File: src/rtl/bar_pkg.sv
package bar_pkg;

  localparam int unsigned TickW  = 48;
  localparam int unsigned MaskW  = 32;
  localparam int unsigned ThrW   = 8;
  localparam int unsigned CountW = ThrW + 1;
  localparam int unsigned CfgAddrW = 2;
  localparam int unsigned CfgDataW = 48;

  localparam logic [TickW-1:0] SlowDelayRst = TickW'(250000);
  localparam logic [TickW-1:0] FastDelayRst = TickW'(100000);
  localparam logic [ThrW-1:0]  FastAfterRst = ThrW'(3);
  localparam logic [MaskW-1:0] RepeatMaskRst = '0;

  typedef enum logic [1:0] {
    EV_RELEASED = 2'd0,
    EV_PRESS    = 2'd1,
    EV_REPEAT   = 2'd2,
    EV_WAIT     = 2'd3
  } event_kind_t;

  typedef enum logic [CfgAddrW-1:0] {
    CFG_SLOW_DELAY = 2'd0,
    CFG_FAST_DELAY = 2'd1,
    CFG_FAST_AFTER = 2'd2,
    CFG_RPT_MASK   = 2'd3
  } cfg_reg_t;

  typedef struct packed {
    logic [TickW-1:0] now_tick;
    logic [MaskW-1:0] pressed_buttons;
  } in_t;

  typedef struct packed {
    logic [MaskW-1:0] reported_buttons;
    event_kind_t      event_kind;
  } out_t;

  typedef struct packed {
    logic [TickW-1:0] slow_delay;
    logic [TickW-1:0] fast_delay;
    logic [ThrW-1:0]  fast_after_count;
    logic [MaskW-1:0] repeat_mask;
  } cfg_t;

  typedef struct packed {
    logic [MaskW-1:0]  held_buttons;
    logic [TickW-1:0]  last_event_tick;
    logic [CountW-1:0] repeat_count;
  } rpt_state_t;

endpackage

File: src/rtl/bar_step.sv
module bar_step (
  input  bar_pkg::in_t       req,
  input  bar_pkg::rpt_state_t st,
  input  bar_pkg::cfg_t      cfg,
  output bar_pkg::rpt_state_t st_nxt,
  output bar_pkg::out_t      res
);
  import bar_pkg::*;

  logic [CountW-1:0] thr_ext;
  logic [TickW-1:0]  delay;
  logic [TickW-1:0]  elapsed;

  assign thr_ext = {1'b0, cfg.fast_after_count};
  assign delay   = (st.repeat_count >= thr_ext) ? cfg.fast_delay : cfg.slow_delay;
  // wraps modulo 2^48
  assign elapsed = req.now_tick - st.last_event_tick;

  always_comb begin
    st_nxt = st;
    res.reported_buttons = '0;
    res.event_kind       = EV_WAIT;
    if (req.pressed_buttons == '0) begin
      st_nxt               = '0;
      res.event_kind       = EV_RELEASED;
    end else if (req.pressed_buttons != st.held_buttons) begin
      st_nxt.held_buttons    = req.pressed_buttons;
      st_nxt.last_event_tick = req.now_tick;
      st_nxt.repeat_count    = '0;
      res.reported_buttons   = req.pressed_buttons;
      res.event_kind         = EV_PRESS;
    end else if (elapsed > delay) begin
      st_nxt.last_event_tick = req.now_tick;
      // saturate one past the threshold
      if (st.repeat_count <= thr_ext) begin
        st_nxt.repeat_count = st.repeat_count + CountW'(1);
      end
      res.reported_buttons = req.pressed_buttons & cfg.repeat_mask;
      res.event_kind       = EV_REPEAT;
    end
  end

endmodule

File: src/rtl/button_auto_repeat_core.sv
// Two-rate auto-repeat for a 32-bit button mask.
// Input channel (in_valid/in_ready/in_data): one poll request per item, carrying
// the time stamp and the sampled button mask. Output channel (out_valid/
// out_ready/out_data): exactly one result per poll, in poll order.
// From acceptance to out_valid the request is registered, then evaluated
// against the held state and the result registered. Throughput is one poll
// per cycle while the output is not stalled; the held state is read and
// updated in the evaluation stage, so back-to-back polls see each other's effect.
// Configuration (cfg_we/cfg_addr/cfg_wdata) writes one register per cycle:
// 0 slow delay, 1 fast delay, 2 slow repeats before fast rate, 3 repeat mask.
// Write it only while no poll is in flight.
// Reset (rst_n low, synchronous) loads default register values, clears the
// held mask, time stamp and repeat count, and empties both stages.
// When out_ready is low the result holds; the input stage still takes one more
// request, then in_ready drops until the output moves.
module button_auto_repeat_core (
  input  logic                             clk,
  input  logic                             rst_n,
  input  logic                             in_valid,
  output logic                             in_ready,
  input  bar_pkg::in_t                     in_data,
  output logic                             out_valid,
  input  logic                             out_ready,
  output bar_pkg::out_t                    out_data,
  input  logic                             cfg_we,
  input  logic [bar_pkg::CfgAddrW-1:0]     cfg_addr,
  input  logic [bar_pkg::CfgDataW-1:0]     cfg_wdata
);
  import bar_pkg::*;

  cfg_t       cfg_r;
  rpt_state_t st_r, st_nxt;
  in_t        req_r;
  logic       req_valid_r;
  out_t       res_nxt, out_r;
  logic       out_valid_r;
  logic       advance;

  assign advance   = req_valid_r && (!out_valid_r || out_ready);
  assign in_ready  = !req_valid_r || advance;
  assign out_valid = out_valid_r;
  assign out_data  = out_r;

  always_ff @(posedge clk) begin
    if (!rst_n) begin
      cfg_r.slow_delay       <= SlowDelayRst;
      cfg_r.fast_delay       <= FastDelayRst;
      cfg_r.fast_after_count <= FastAfterRst;
      cfg_r.repeat_mask      <= RepeatMaskRst;
    end else if (cfg_we) begin
      unique case (cfg_reg_t'(cfg_addr))
        CFG_SLOW_DELAY: cfg_r.slow_delay       <= cfg_wdata[TickW-1:0];
        CFG_FAST_DELAY: cfg_r.fast_delay       <= cfg_wdata[TickW-1:0];
        CFG_FAST_AFTER: cfg_r.fast_after_count <= cfg_wdata[ThrW-1:0];
        CFG_RPT_MASK:   cfg_r.repeat_mask      <= cfg_wdata[MaskW-1:0];
        default: ;
      endcase
    end
  end

  bar_step u_step (
    .req    (req_r),
    .st     (st_r),
    .cfg    (cfg_r),
    .st_nxt (st_nxt),
    .res    (res_nxt)
  );

  always_ff @(posedge clk) begin
    if (!rst_n) begin
      req_valid_r <= 1'b0;
      out_valid_r <= 1'b0;
      st_r        <= '0;
    end else begin
      if (in_ready) begin
        req_valid_r <= in_valid;
      end
      if (advance) begin
        out_valid_r <= 1'b1;
        st_r        <= st_nxt;
      end else if (out_ready) begin
        out_valid_r <= 1'b0;
      end
    end
  end

  // payload registers: load on acceptance / advance only
  always_ff @(posedge clk) begin
    if (in_valid && in_ready) begin
      req_r <= in_data;
    end
    if (advance) begin
      out_r <= res_nxt;
    end
  end

endmodule

File: config.mk
export PLATFORM = sky130hd
export DESIGN_NAME = button_auto_repeat_core
export DESIGN_NICKNAME = d
export VERILOG_FILES = /design/src/rtl/bar_pkg.sv /design/src/rtl/bar_step.sv /design/src/rtl/button_auto_repeat_core.sv
export SDC_FILE = /design/constraint.sdc
export NUM_CORES = 1
export LEC_CHECK = 0
export ABC_AREA = 1
export BUFFER_PORTS_ARGS = -buffer_cell sky130_fd_sc_hd__buf_2
export CAP_MARGIN = 5
export CORE_UTILIZATION = 40
export DETAILED_ROUTE_END_ITERATION = 12
export GPL_TIMING_DRIVEN = 1
export PLACE_DENSITY = 0.57
export SLEW_MARGIN = 20
export SYNTH_ARGS = -nofsm -noshare
export SYNTH_HDL_FRONTEND = slang
export SYNTH_SLANG_ARGS = --single-unit
File: constraint.sdc
create_clock -name clk -period 8.2 [get_ports clk]
set_clock_uncertainty 0.15 [all_clocks]
set_input_delay 1.23 -clock clk [delete_from_list [all_inputs] [get_ports clk]]
set_output_delay 1.23 -clock clk [all_outputs]
set_load 0.02 [all_outputs]
==> results.cfg <==
[run_status]
outcome = completed

[cts]
clock_sinks = 341
clk_latency_ns = 0.57
cts_resized = 0
cts.path.max_buffers = 3
cts.clk_slew.worst_paths_ns = 0.06
h-tree-depth = 2
postCtsSetupBuffers = 0
holdBufCountCts = 0
cts_tree = built
numCtsBuffers = 39
cts-root-buf = clkbuf_16

[worst_setup_path]
rr_worst_depth = 26
crit_top_cell = nand2_1
crit_start = req_r[34]
reg2reg_from = req_r[34]
reg2reg_slack_ns = 2.74
cp_slowest_cell = inv_2
crit_end = st_r[55]
cp-start-kind = flip-flop
worstPathArrival_ns = 5.76
path_max_fanout = 61
cp.required_ns = 8.50
crit_path_end_kind = flip-flop
reg2reg_to = st_r[55]
max_stage_delay_ns = 0.51
path_class = reg -> reg

[synth]
synth_ff_type = dfxtp_1
yosysWarnings = 0
synth_top_area_frac = 0.259
syn_avg_cell_area_um2 = 7.94
synth_edf_count = 114
ys_seq_elements = 341
synth-async-reset-ratio = 0
ys_top_cells_by_area = dfxtp_1 (26%), edfxtp_1 (20%), nor2_1 (7.5%), ha_1 (7.4%), nand2_1 (7.2%)
postSynthCellCount = 2205
synthesis.nets = 2445
yosysSeqAreaShare = 0.455
synth_top_area_cell = dfxtp_1
synthesis.area_um2 = 17500
yosysUniqueCellTypes = 39

[place]
hpwlAfterDp_mm = 36.6
place_area_um2 = 18800
place_congestion = 0.945
port_buffers = 170
placed_cells = 2884

[power_and_ir_drop]
pwr-share-seq = 0.363
p_switching_w = 0.00186
clockPowerShare = 0.332
combPwrFrac = 0.305
powerDensity_nw_per_um2 = 268
total_power_w = 0.00540
p_leak_nw = 8.49
switching_share = 0.345
internal_power_w = 0.00354
ir_drop_mv = 0.138

[final_layout]
num_antenna_cells = 0
multi_input_area_um2 = 8350
fin_cells = 2956
drive_above_1_share = 0.111
synthToLayoutAreaGrowth_pct = 15.1
layout.nets = 2580
seqCellArea_um2 = 7970
postLayoutCellArea_um2 = 20200
nFillCells = 4388

[timing]
max_slew_margin = 0.314
rsz0062_at_grt = no
slew_violations = 0
worstMarginPinSlew_ns = 1.03
min_period_ns = 5.46
setup_tns_ns = 0
setup_viol = 0
fin_crit_sh = 0.666
finalHoldViolations = 0
fmax_mhz = 183

[grt]
grt_first_pass_wirelength_mm = 78.9
grt_max_degree = 116
track_usage = 0.226
grt_pass1_vias = 14900
globalRouteOverflowTotal = 0
antenna_found_initial = 0

[route]
wire_per_inst_um = 16.9
drc_errors = 0
drt-total-wl_mm = 49.8
firstDrtPassIters = 5
dr.first_iter.drc_count = 1099
ant_nets = 0
vias = 15100
viasPerCell = 5.12

[floorplan]
die_area_um2 = 44600
pin_count = 171
fp.dieW_um = 211
coreArea_um2 = 43200
initial_core_util = 0.406
die_h_um = 211
rows = 76

[worst_hold_path]
hold_class = reg -> reg
min_path_cells = 2
hold_start = cfg_r[22]

[job]
maxCapViolCount = 0
-- routing by layer --
metal  up-vias  global-route usage  share of wire
met5         -                   0              0
met4         0              0.0645          0.021
met3        61              0.0317          0.050
met2       343               0.371           0.46
met1      7110               0.307           0.47
li1       7607                   -              -
-- critical path, delay by kind of cell, from the launching register on --
kind / cells / cell delay (ns)
simple gates: 16 / 2.00
compound gates: 4 / 1.14
fa+ha+maj: 2 / 0.72
buf+inv: 3 / 0.67
flops: 1 / 0.40
xor+xnor: 1 / 0.18
-- registers in the layout (all words and copies together), names as in the netlist --
register / count
cfg_r: 136
st_r: 89
req_r: 80
out_data: 34
out_valid: 1
req_valid_r: 1
-- kinds of logic after synthesis --
kind of cell	synth area share
adder cells (fa/ha/maj)	0.0754
multiplexers	0.0275
buffers and inverters	0.0705
XOR/XNOR	0.0305
AND/OR/NAND/NOR	0.182
AO/OA/AOI/OAI	0.159
flip-flops	0.455
-- cell type report --
type / count / share of cell area
clock inverter: 20 / 0.0125
multi-input combinational: 1547 / 0.414
inverter: 231 / 0.0431
sequential: 341 / 0.395
timing repair buffer: 180 / 0.0461
clock buffer: 52 / 0.0523
tap: 585 / 0.0363
-- synth_stat cells, drive strengths merged, types with 47 or more instances --
cell      n
nand3    58
o21ai   248
ha      104
inv     231
mux2i    47
dfxtp   227
edfxtp  114
a21oi   247
nand2   341
clkbuf   65
xor2     50
nor2    352
-- worst min path at each step --
| stage | to | slack [ns] |
|---|---|---|
| 2_1_floorplan | cfg_r[14] | 0.27 |
| 4_1_cts | cfg_r[22] | 0.30 |
| 3_3_place_gp | cfg_r[16] | 0.28 |
| 3_5_place_dp | cfg_r[22] | 0.29 |
| 6_report | cfg_r[22] | 0.29 |
| 5_1_grt | cfg_r[22] | 0.31 |
-- power groups by stage --
stage	registers (W)	clock network, W	logic [W]
after floorplan	0.00198	0	0.00118
after global placement	0.00199	0	0.00162
after detailed placement	0.00199	0	0.00164
after CTS	0.00196	0.00184	0.00165
after global routing	0.00197	0.00190	0.00187
final	0.00196	0.00179	0.00165
-- cells in the final DEF, fill, tap and decap left out, drive strengths merged, types with 50 or more instances in the layout --
master    n
nor2    352
nand2   341
o21ai   248
a21oi   247
inv     233
dfxtp   227
buf     180
edfxtp  114
ha      104
nand3    58
clkbuf   52
xor2     50
-- stage by stage --
stage | hold WS [ns] | util | setup WS (ns)
floorplan | 0.274 | - | 3.77
global placement | 0.283 | 0.436 | 2.68
detailed placement | 0.287 | 0.436 | 2.76
CTS | 0.296 | 0.467 | 2.73
global route | 0.315 | 0.467 | 2.10
finish | 0.293 | 0.467 | 2.74
No activity file was read; power rests on OpenSTA's default activity.
